### src/rtl/core/clfd_pkg.sv
// Package for the channel load fault detector: payload structs, fault and
// register index codes, field widths, reset values and default parameters.
// No dependencies.
package clfd_pkg;

    // Default values of the top-level parameters.
    localparam int CHANNELS_DEF   = 4;
    localparam int ADC_BITS_DEF   = 12;
    localparam int VREF_MV_DEF    = 3300;
    localparam int SHUNT_MOHM_DEF = 100;
    localparam int AMP_GAIN_DEF   = 50;

    // Fixed field widths.
    localparam int ADC_W      = 12;
    localparam int MA_W       = 12;
    localparam int CNT_W      = 8;
    localparam int MV_W       = 16;
    localparam int CH_W       = 2;
    localparam int CFG_DATA_W = 16;

    localparam int MA_MAX         = 4095;
    localparam int MILLI_PER_UNIT = 1000;

    // Register reset values.
    localparam logic [MA_W-1:0]  SHORT_THR_RST   = 12'd2000;
    localparam logic [MA_W-1:0]  OPEN_THR_RST    = 12'd10;
    localparam logic [CNT_W-1:0] DEBOUNCE_RST    = 8'd3;
    localparam logic [MV_W-1:0]  OPEN_MIN_MV_RST = 16'd500;

    // Transaction function codes.
    localparam logic FUNC_CHECK = 1'b0;
    localparam logic FUNC_CLEAR = 1'b1;

    typedef enum logic [1:0] {
        KIND_NONE  = 2'd0,
        KIND_SHORT = 2'd1,
        KIND_OPEN  = 2'd2
    } t_fault_kind;

    typedef enum logic [1:0] {
        CFG_SHORT_THR   = 2'd0,
        CFG_OPEN_THR    = 2'd1,
        CFG_DEBOUNCE    = 2'd2,
        CFG_OPEN_MIN_MV = 2'd3
    } t_cfg_index;

    typedef struct packed {
        logic             func;
        logic [CH_W-1:0]  channel;
        logic [ADC_W-1:0] adc_raw;
        logic             chan_enabled;
        logic [MV_W-1:0]  setpoint_mv;
    } t_in_item;

    typedef struct packed {
        logic            fault_raised;
        t_fault_kind     fault_kind;
        logic [MA_W-1:0] measured_ma;
        logic            any_fault;
        logic [CH_W-1:0] out_channel;
    } t_out_item;

endpackage

### src/rtl/core/channel_load_fault_detector.sv
// Channel load fault detector: current conversion pipeline followed by the
// per-channel short/open debounce and fault latch.
// Depends on clfd_pkg.
//
//  Channel   Direction  Handshake                   Payload
//  input     in         i_in_valid / o_in_stall     i_in_data  (t_in_item)
//  result    out        o_out_valid / i_out_stall   o_out_data (t_out_item)
//  config    in         i_cfg_valid / o_cfg_ready   i_cfg_index, i_cfg_data
//
// One transaction is accepted per cycle while o_in_stall is low; its result passes
// through the conversion pipeline (input register, scale by the reference,
// reciprocal multiply, scale to milliamps, reciprocal multiply) and the
// result register, where the channel state update is done.
// Reset is synchronous: it clears all channel state and pipeline valids and
// returns the registers to their defaults. A stalled result holds while the
// stages behind it keep filling, so bubbles close up before o_in_stall rises.
module channel_load_fault_detector #(
    parameter int CHANNELS        = clfd_pkg::CHANNELS_DEF,
    parameter int ADC_BITS        = clfd_pkg::ADC_BITS_DEF,
    parameter int VREF_MILLIVOLTS = clfd_pkg::VREF_MV_DEF,
    parameter int SHUNT_MILLIOHM  = clfd_pkg::SHUNT_MOHM_DEF,
    parameter int AMP_GAIN        = clfd_pkg::AMP_GAIN_DEF
) (
    input  logic                                i_clk,
    input  logic                                i_rst_n,
    input  logic                                i_in_valid,
    output logic                                o_in_stall,
    input  clfd_pkg::t_in_item                  i_in_data,
    output logic                                o_out_valid,
    input  logic                                i_out_stall,
    output clfd_pkg::t_out_item                 o_out_data,
    input  logic                                i_cfg_valid,
    output logic                                o_cfg_ready,
    input  clfd_pkg::t_cfg_index                i_cfg_index,
    input  logic [clfd_pkg::CFG_DATA_W-1:0]     i_cfg_data
);
    import clfd_pkg::*;

    // Millivolts: floor(raw * VREF / (2^ADC_BITS - 1)) by exact reciprocal.
    localparam int D1  = (1 << ADC_BITS) - 1;
    localparam int XW  = ADC_W + $clog2(VREF_MILLIVOLTS + 1);
    localparam int S1  = XW + $clog2(D1);
    localparam longint unsigned M1 =
        ((64'd1 << S1) + longint'(D1) - 64'd1) / longint'(D1);
    localparam int M1W = XW + 2;
    localparam int P1W = XW + M1W;
    localparam longint MV_MAX = (longint'((1 << ADC_W) - 1) * VREF_MILLIVOLTS) / D1;
    localparam int MVW = $clog2(MV_MAX + 1);

    // Milliamps: floor(mv * 1000 / (shunt * gain)) by exact reciprocal.
    localparam int YW  = MVW + 10;
    localparam int D2  = SHUNT_MILLIOHM * AMP_GAIN;
    localparam int S2  = YW + $clog2(D2);
    localparam longint unsigned M2 =
        ((64'd1 << S2) + longint'(D2) - 64'd1) / longint'(D2);
    localparam int M2W = YW + 2;
    localparam int P2W = YW + M2W;

    localparam int NST = 5;

    // Configuration registers.
    logic [MA_W-1:0]  r_short_thr;
    logic [MA_W-1:0]  r_open_thr;
    logic [CNT_W-1:0] r_debounce;
    logic [MV_W-1:0]  r_open_min;

    // Pipeline.
    logic [NST-1:0]   r_v;
    logic [NST-1:0]   go;
    t_in_item         r_it [NST];
    logic [XW-1:0]    r_x1;
    logic [MVW-1:0]   r_mv;
    logic [YW-1:0]    r_y;
    logic [MA_W-1:0]  r_ma;
    logic             out_free;
    logic             accept;

    logic [P1W-1:0]   prod1;
    logic [P2W-1:0]   prod2;
    logic [P2W-1:0]   quot2;
    logic [MVW-1:0]   n_mv;
    logic [YW-1:0]    n_y;
    logic [MA_W-1:0]  n_ma;

    // Channel state.
    t_fault_kind      r_kind    [CHANNELS];
    logic [CNT_W-1:0] r_sc      [CHANNELS];
    logic [CNT_W-1:0] r_oc      [CHANNELS];
    logic [CHANNELS-1:0] r_active;
    logic [CHANNELS-1:0] r_latched;

    t_fault_kind      n_kind    [CHANNELS];
    logic [CNT_W-1:0] n_sc      [CHANNELS];
    logic [CNT_W-1:0] n_oc      [CHANNELS];
    logic [CHANNELS-1:0] n_active;
    logic [CHANNELS-1:0] n_latched;

    logic             r_out_valid;
    t_out_item        r_out;
    t_out_item        n_out;

    function automatic logic [CNT_W-1:0] f_bump(input logic [CNT_W-1:0] v);
        return (v == {CNT_W{1'b1}}) ? v : v + CNT_W'(1);
    endfunction

    // ---------------------------------------------------------------- handshake
    always_comb begin
        out_free      = !r_out_valid || !i_out_stall;
        go[NST-1]     = r_v[NST-1] && out_free;
        for (int k = NST - 2; k >= 0; k--) begin
            go[k] = r_v[k] && (!r_v[k+1] || go[k+1]);
        end
    end

    assign o_in_stall  = r_v[0] && !go[0];
    assign accept      = i_in_valid && !o_in_stall;
    assign o_cfg_ready = 1'b1;
    assign o_out_valid = r_out_valid;
    assign o_out_data  = r_out;

    always_ff @(posedge i_clk) begin
        if (!i_rst_n) begin
            r_v         <= '0;
            r_out_valid <= 1'b0;
        end else begin
            if (accept) begin
                r_v[0] <= 1'b1;
            end else if (go[0]) begin
                r_v[0] <= 1'b0;
            end
            for (int k = 1; k < NST; k++) begin
                if (go[k-1]) begin
                    r_v[k] <= 1'b1;
                end else if (go[k]) begin
                    r_v[k] <= 1'b0;
                end
            end
            if (go[NST-1]) begin
                r_out_valid <= 1'b1;
            end else if (!i_out_stall) begin
                r_out_valid <= 1'b0;
            end
        end
    end

    // ---------------------------------------------------------- configuration
    always_ff @(posedge i_clk) begin
        if (!i_rst_n) begin
            r_short_thr <= SHORT_THR_RST;
            r_open_thr  <= OPEN_THR_RST;
            r_debounce  <= DEBOUNCE_RST;
            r_open_min  <= OPEN_MIN_MV_RST;
        end else if (i_cfg_valid && o_cfg_ready) begin
            case (i_cfg_index)
                CFG_SHORT_THR:   r_short_thr <= i_cfg_data[MA_W-1:0];
                CFG_OPEN_THR:    r_open_thr  <= i_cfg_data[MA_W-1:0];
                CFG_DEBOUNCE:    r_debounce  <= i_cfg_data[CNT_W-1:0];
                CFG_OPEN_MIN_MV: r_open_min  <= i_cfg_data[MV_W-1:0];
                default: ;
            endcase
        end
    end

    // ---------------------------------------------------------- conversion
    always_comb begin
        prod1 = P1W'(r_x1) * P1W'(M1W'(M1));
        n_mv  = MVW'(prod1 >> S1);
        n_y   = YW'(r_mv) * YW'(MILLI_PER_UNIT);
        prod2 = P2W'(r_y) * P2W'(M2W'(M2));
        quot2 = prod2 >> S2;
        n_ma  = (quot2 > P2W'(MA_MAX)) ? MA_W'(MA_MAX) : MA_W'(quot2);
    end

    always_ff @(posedge i_clk) begin
        if (accept) begin
            r_it[0] <= i_in_data;
        end
        if (go[0]) begin
            r_it[1] <= r_it[0];
            r_x1    <= XW'(r_it[0].adc_raw) * XW'(VREF_MILLIVOLTS);
        end
        if (go[1]) begin
            r_it[2] <= r_it[1];
            r_mv    <= n_mv;
        end
        if (go[2]) begin
            r_it[3] <= r_it[2];
            r_y     <= n_y;
        end
        if (go[3]) begin
            r_it[4] <= r_it[3];
            r_ma    <= n_ma;
        end
    end

    // ---------------------------------------------------------- channel state
    always_comb begin
        logic is_short;
        logic is_open;
        logic hit;
        is_short = r_ma > r_short_thr;
        is_open  = (r_it[4].setpoint_mv > r_open_min) && (r_ma < r_open_thr);

        n_out.fault_raised = 1'b0;
        n_out.fault_kind   = KIND_NONE;
        n_out.measured_ma  = (r_it[4].func == FUNC_CLEAR) ? '0 : r_ma;
        n_out.out_channel  = r_it[4].channel;

        for (int c = 0; c < CHANNELS; c++) begin
            hit          = (int'(r_it[4].channel) == c);
            n_kind[c]    = r_kind[c];
            n_sc[c]      = r_sc[c];
            n_oc[c]      = r_oc[c];
            n_active[c]  = r_active[c];
            n_latched[c] = r_latched[c];
            if (hit) begin
                if (r_it[4].func == FUNC_CLEAR) begin
                    n_kind[c]    = KIND_NONE;
                    n_sc[c]      = '0;
                    n_oc[c]      = '0;
                    n_active[c]  = 1'b0;
                    n_latched[c] = 1'b0;
                end else if (!r_it[4].chan_enabled) begin
                    n_sc[c] = '0;
                    n_oc[c] = '0;
                end else if (is_short) begin
                    n_sc[c] = f_bump(r_sc[c]);
                    n_oc[c] = '0;
                    if (n_sc[c] >= r_debounce && r_kind[c] != KIND_SHORT) begin
                        n_kind[c]          = KIND_SHORT;
                        n_active[c]        = 1'b1;
                        n_latched[c]       = 1'b1;
                        n_out.fault_raised = 1'b1;
                    end
                end else if (is_open) begin
                    n_oc[c] = f_bump(r_oc[c]);
                    n_sc[c] = '0;
                    if (n_oc[c] >= r_debounce && r_kind[c] != KIND_OPEN) begin
                        n_kind[c]          = KIND_OPEN;
                        n_active[c]        = 1'b1;
                        n_latched[c]       = 1'b1;
                        n_out.fault_raised = 1'b1;
                    end
                end else begin
                    n_sc[c] = '0;
                    n_oc[c] = '0;
                    // An unlatched fault goes away once the load looks normal.
                    if (r_active[c] && !r_latched[c]) begin
                        n_kind[c]   = KIND_NONE;
                        n_active[c] = 1'b0;
                    end
                end
                n_out.fault_kind = n_kind[c];
            end
        end
        n_out.any_fault = |n_active;
    end

    always_ff @(posedge i_clk) begin
        if (!i_rst_n) begin
            for (int c = 0; c < CHANNELS; c++) begin
                r_kind[c] <= KIND_NONE;
                r_sc[c]   <= '0;
                r_oc[c]   <= '0;
            end
            r_active  <= '0;
            r_latched <= '0;
        end else if (go[NST-1]) begin
            for (int c = 0; c < CHANNELS; c++) begin
                r_kind[c] <= n_kind[c];
                r_sc[c]   <= n_sc[c];
                r_oc[c]   <= n_oc[c];
            end
            r_active  <= n_active;
            r_latched <= n_latched;
        end
    end

    always_ff @(posedge i_clk) begin
        if (go[NST-1]) begin
            r_out <= n_out;
        end
    end

`ifndef SYNTHESIS
    a_raised_shown: assert property (@(posedge i_clk) disable iff (!i_rst_n)
        (r_out_valid && r_out.fault_raised) |->
            (r_out.any_fault && r_out.fault_kind != KIND_NONE))
        else $error("new fault reported without an active fault");

    for (genvar g = 0; g < CHANNELS; g++) begin : g_chk
        a_one_counter: assert property (@(posedge i_clk) disable iff (!i_rst_n)
            !(r_sc[g] != '0 && r_oc[g] != '0))
            else $error("short and open counters both running on one channel");

        a_active_kind: assert property (@(posedge i_clk) disable iff (!i_rst_n)
            r_active[g] == (r_kind[g] != KIND_NONE))
            else $error("active flag disagrees with the stored fault kind");

        a_latched_active: assert property (@(posedge i_clk) disable iff (!i_rst_n)
            r_latched[g] |-> r_active[g])
            else $error("latched fault without an active flag");
    end
`endif

endmodule

### config.mk
export PLATFORM = sky130hd
export DESIGN_NAME = channel_load_fault_detector
export DESIGN_NICKNAME = d
export VERILOG_FILES = /design/src/rtl/core/clfd_pkg.sv /design/src/rtl/core/channel_load_fault_detector.sv
export SDC_FILE = /design/constraint.sdc
export NUM_CORES = 1
export LEC_CHECK = 0
export BUFFER_PORTS_ARGS = -buffer_cell sky130_fd_sc_hd__buf_2
export CAP_MARGIN = 5
export CORE_AREA = 2 2 298 329
export DETAILED_ROUTE_END_ITERATION = 16
export DIE_AREA = 0 0 300 331
export PLACE_DENSITY_LB_ADDON = 0.15
export SETUP_SLACK_MARGIN = 0.4
export SKIP_LAST_GASP = 1
export SYNTH_ARGS = -nofsm -noshare
export SYNTH_HDL_FRONTEND = slang
export SYNTH_SLANG_ARGS = --single-unit
### constraint.sdc
create_clock -name i_clk -period 11.2 [get_ports i_clk]
set_clock_uncertainty 0.15 [all_clocks]
set_input_delay 0.56 -clock i_clk [delete_from_list [all_inputs] [get_ports i_clk]]
set_output_delay 0.56 -clock i_clk [all_outputs]
set_load 0.05 [all_outputs]
* Word-level counts from Yosys, hierarchy flattened
Memory sizes are Yosys's and may differ from the RTL's.
Index checks and enable logic that the tools add are counted.
** Storage, ports and cells
- Register bits after elaboration :: 145
- Latch bits :: 0
- Memory bits (writable) :: 232
- Memory bits (read-only) :: 0
- Input bits :: 55
- Word-level logic and storage cells :: 351
- Memories :: 4
** Operators by class
- Add/sub/neg operators :: 8
- Multiply operators :: 4
- Divide/modulo/power cells :: 0
- Order comparisons :: 12
- Equality and inequality tests :: 27
- Shift-type cells :: 0
- Muxes and demuxes :: 200
- Bitwise logic cells :: 12
- Reductions and logical operators :: 59
** Memories
- r_it :: words 5, bits a word 32, rd ports 5, clocked after Yosys merged registers in 0, write ports 5, line channel_load_fault_detector.sv:70 : t_in_item r_it [NST];
- r_oc :: words 4, bits a word 8, rd ports 4, clocked after Yosys merged registers in 0, write ports 4, line channel_load_fault_detector.sv:88 : logic [CNT_W-1:0] r_oc [CHANNELS];
- r_sc :: words 4, bits a word 8, rd ports 4, clocked after Yosys merged registers in 0, write ports 4, line channel_load_fault_detector.sv:87 : logic [CNT_W-1:0] r_sc [CHANNELS];
- r_kind :: words 4, bits a word 2, rd ports 4, clocked after Yosys merged registers in 0, write ports 4, line channel_load_fault_detector.sv:86 : t_fault_kind r_kind [CHANNELS];
** Operators with widths (number)
- 2-to-1 mux 8 bit :: 52
- 2-to-1 mux 1 bit :: 106
- 2-to-1 mux 2 bit :: 37
- adder 8 x 1 -> 8 bit, second input constant :: 8
- == test 8 bit, second input constant :: 8
- greater-or-equal comparator 8 bit :: 8
- multiplier 22 x 24 -> 45 bit, second input constant :: 1
- multiplier 19 x 21 -> 40 bit, second input constant :: 1
- AND reduction 6 bit :: 4
- multiplier 12 x 10 -> 22 bit, second input constant :: 1
- logical AND 1 bit :: 20
- multiplier 12 x 7 -> 19 bit, second input constant :: 1
- greater-than comparator 16 bit :: 1
- nonzero test 3 bit :: 5
- greater-than comparator 10 x 12 -> 1 bit, second input constant :: 1
- greater-than comparator 12 bit :: 1
- logical NOT 1 bit :: 12
- < comparator 12 bit :: 1
- 2-to-1 mux 12 bit :: 1
- 2-to-1 mux 3 bit :: 4
- != test 3 x 1 -> 1 bit, second input constant :: 4
- bitwise OR 1 bit :: 12
- nonzero test 2 bit :: 6
- != test 2 x 1 -> 1 bit, second input constant :: 5
- other kinds (7) :: 22

* Depth between registers and ports, before layout
An unclocked memory read counts as a cell.
- Depth in word-level cells :: 30
- Mapped depth :: 22
- Mapped depth without buffers :: 22

* Worst setup path before layout
OpenSTA, ideal clock, no wires.
- Kind :: reg-to-reg
- Start :: register r_y[19]
- End :: register r_ma[9], data pin
- Arrival time :: 5834 ps
- Slack :: 4954 ps
- Cell stages (with the launch flop) :: 21
- Cell sequence :: edfxtp_1 -> fa_1 -> inv_1 -> fa_1 -> fa_1 -> inv_1 -> fa_1 -> inv_1 -> fa_1 -> inv_1 -> fa_1 -> ha_1 -> a211oi_1 -> o21ai_0 -> a221oi_1 -> o21ai_0 -> o31ai_1 -> o21ai_0 -> a211o_1 -> a21oi_1 -> xor2_1
** On the way
- Word-level cells in the longest chain between the ends :: 2
** RTL lines
- start: declaration :: line channel_load_fault_detector.sv:73 : logic [YW-1:0] r_y;
- start signal: assignment :: line channel_load_fault_detector.sv:188 : r_y <= n_y;
- multiplier 19 x 21 -> 40 bit (*) :: line channel_load_fault_detector.sv:169 : prod2 = P2W'(r_y) * P2W'(M2W'(M2));
- greater-than comparator 10 x 12 -> 1 bit :: line channel_load_fault_detector.sv:171 : n_ma = (quot2 > P2W'(MA_MAX)) ? MA_W'(MA_MAX) : MA_W'(quot2);
- end signal: assignment :: line channel_load_fault_detector.sv:192 : r_ma <= n_ma;
- end: declaration :: line channel_load_fault_detector.sv:74 : logic [MA_W-1:0] r_ma;
Mark *: on every way between the ends. The rest lies on a longest branch, timed or not.
A chain may end at the register's enable or synchronous reset.

* Worst setup path after layout
- Start :: register r_y[16]
- End :: register r_ma[9], data pin
Same word-level chain as after synthesis.

==> reports/metrics.cfg <==
[run_status]
status = finished, final reports clean

[placement]
gp_congestion = 0.8643
dp.final_hpwl_um = 52090
port_buffers = 72
place_area_sq_um = 28600

[floorplan]
core_sq_um = 95590
die_h_um = 331
io_pins = 76
start_util_pct = 27.90
placementRows = 119
fp.dieW_um = 300
dieArea_sq_um = 99300

[cts]
cts_num_sinks = 325
ctsLongestPathBuffers = 3
post-cts-setup-buffer-count = 0
htreeDepth = 2
cts_buffers = 43
cts-root-buf = clkbuf_16
cts_resized = 0
cts_tree = built
clk_pin_slew_ns = 0.06
hold_buffers = 24
insertion_delay_ns = 0.57

[sta]
tns_ns = 0
worst_pin_slew_ns = 1.095
slew_headroom_pct = 26.97
hold_violations = 0
slew_violations = 0
period_needed_ns = 7.023
period_share_pct = 62.71
setup-violations-final = 0
rsz0062_at_grt = false
fmax_mhz = 142.4

[setup_path]
cp_num_buf_inv = 4
r2r_end = r_ma[9]
critPathKind = register to register
cp.depth = 20
critical-path-max-stage-delay_ns = 0.70
rrSetupSlack_ns = 4.18
crit_required_ns = 11.36
r2r_cells = 20
timing.critical_path.to = r_ma[9]
path_delay_family = adder cells
critPathCaptureType = register
r2r-start = r_y[16]
crit_arrival_ns = 7.19
cp_max_fo = 5
crit_slowest_cell = o31ai_1
critPathLaunch = r_y[16]
path_cells = ha_1, inv_1, fa_1, fa_1, inv_1, fa_1, inv_1, fa_1, inv_1, fa_1, ha_1, a211oi_1, o21ai_0, a221oi_1, o21ai_0, o31ai_1, o21ai_0, a211o_1, a21oi_1, xor2_1
start_kind = register
crit_path_frequent_cell = fa_1

[global_routing]
grt_max_degree = 65
grt_pass1_vias = 18490
grt.total_usage_pct = 13.23
grt_overflow = 0
grt_first_pass_wirelength_um = 102800
antenna_found_initial = 0

[yosys]
ys_seq_area_share_pct = 34.26
yosys.area.top_type = edfxtp_1
synthDistinctLibCells = 72
avgSynthCellArea_sq_um = 11.21
synth.area.top_cells = edfxtp_1 30%, ha_1 22%, fa_1 16%
ys_async_sr_fraction_pct = 0
yosysWarnings = 0
synth_area_sq_um = 26670
ys_seq_elements = 325
ys.flop_type = edfxtp_1
netlist.area_leader.share_pct = 29.61
synthCells = 2379
synth_edf_count = 263

[detailed_routing]
drt-wirelength-per-cell_um = 16.84
postRouteAntennaNets = 0
routed_via_density = 4.516
drc = 0
drt_iter0_drc = 776
drt_pass1_iterations = 5
wl_um = 64000
via_count = 17170

[finish]
final_area_sq_um = 30230
utilization_pct = 31.62
diodes = 0
final_cell_mix = 473 x ha_1, 375 x inv_1, 263 x edfxtp_1
nets = 3240
final_common_cell = ha_1
drive_gt1_share_pct = 7.112
area_delta_synth_final_pct = 13.33

[hold_path]
hold_class = primary input to register

[job]
drv_cap = 0

-- per-layer routing --
| layer | vias up | part of all wire (%) | global-route usage, % |
|---|---|---|---|
| met2 | 207 | 51 | 24.46 |
| li1 | 8488 | - | - |
| met5 | - | 0 | 0 |
| met4 | 0 | 2.6 | 3.761 |
| met1 | 8379 | 44 | 16.07 |
| met3 | 92 | 2.8 | 1.616 |
-- registers in the layout (all words and copies together) (netlist names), 16 cells and up --
register / count
o_out_data: 16
r_open_min: 16
r_oc: 32
r_sc: 32
r_it: 112
r_x1: 22
r_y: 19
-- worst min-delay path by stage --
stage / start / endpoint / slack, ns / depth (start not counted)
after global routing: i_in_data[3] / r_it[0][3] / 0.002 / 1
after detailed placement: r_it[0][73] / r_it[0][105] / 0.25 / 0
after CTS: i_in_data[3] / r_it[0][3] / 0.002 / 1
after floorplan: r_it[0][68] / r_it[0][100] / 0.25 / 0
after global placement: r_it[0][108] / r_it[0][140] / 0.25 / 0
final: i_in_data[3] / r_it[0][3] / 0.04 / 1
-- area by class of cell --
class                   count  area (sq um)
fillers                  9771         65360
flip-flops and latches    325          9139
clock buffers              56          1145
well taps                1270          1589
multi-input cells        1643         16010
repair buffers            109         698.2
inverters                 375          1408
clock inverters            23         239.0
-- per-stage QoR --
step | cells | hold slack [ns] | worst slack [ns]
2_1_floorplan | 2380 | 0.2503 | 4.954
3_3_place_gp | 3698 | 0.2534 | 4.048
3_5_place_dp | 3698 | 0.2545 | 4.085
4_1_cts | 3801 | 0.001733 | 4.093
5_1_grt | 3801 | 0.001755 | 3.829
6_report | 3801 | 0.04066 | 4.177
-- logic make-up (layout without fill, tap and decap cells) --
logic type                 Yosys count  count (layout)  synth area share (%)
AOI/OAI and AO/OA                  325             325                 8.181
and+or+nand+nor                    527             527                 9.907
DFF                                325             325                 34.26
muxes                               13              13                0.5676
other                                2               3               0.02816
adders and majority gates          688             688                 38.32
xor gates and xnor gates            87              87                 2.857
buffers and inverters              412             563                 5.873
-- cell usage after synthesis, drive strengths merged (4+ instances only) --
| master | instances |
|---|---|
| ha | 473 |
| a21o | 28 |
| a21boi | 36 |
| nor3 | 30 |
| mux2 | 7 |
| edfxtp | 263 |
| or4 | 4 |
| nand4 | 25 |
| nor2b | 50 |
| xor2 | 18 |
| a211oi | 16 |
| and3 | 46 |
| buf | 6 |
| nor4 | 6 |
| clkbuf | 31 |
| inv | 375 |
| a211o | 5 |
| o211ai | 24 |
| a31oi | 9 |
| nand2b | 24 |
| a21oi | 77 |
| or3 | 10 |
| nand2 | 135 |
| o21a | 23 |
| nor2 | 96 |
| o21ai | 56 |
| xnor2 | 69 |
| mux2i | 5 |
| o2111ai | 6 |
| and2 | 9 |
| o31ai | 5 |
| nand3 | 67 |
| fa | 215 |
| and4 | 8 |
| dfxtp | 62 |
| a2111oi | 7 |
| or2 | 9 |
| o21bai | 7 |
Power is left out: the tool's default activity adds up to more than one toggle a clock period on the data nets, which glitch-free logic cannot reach.
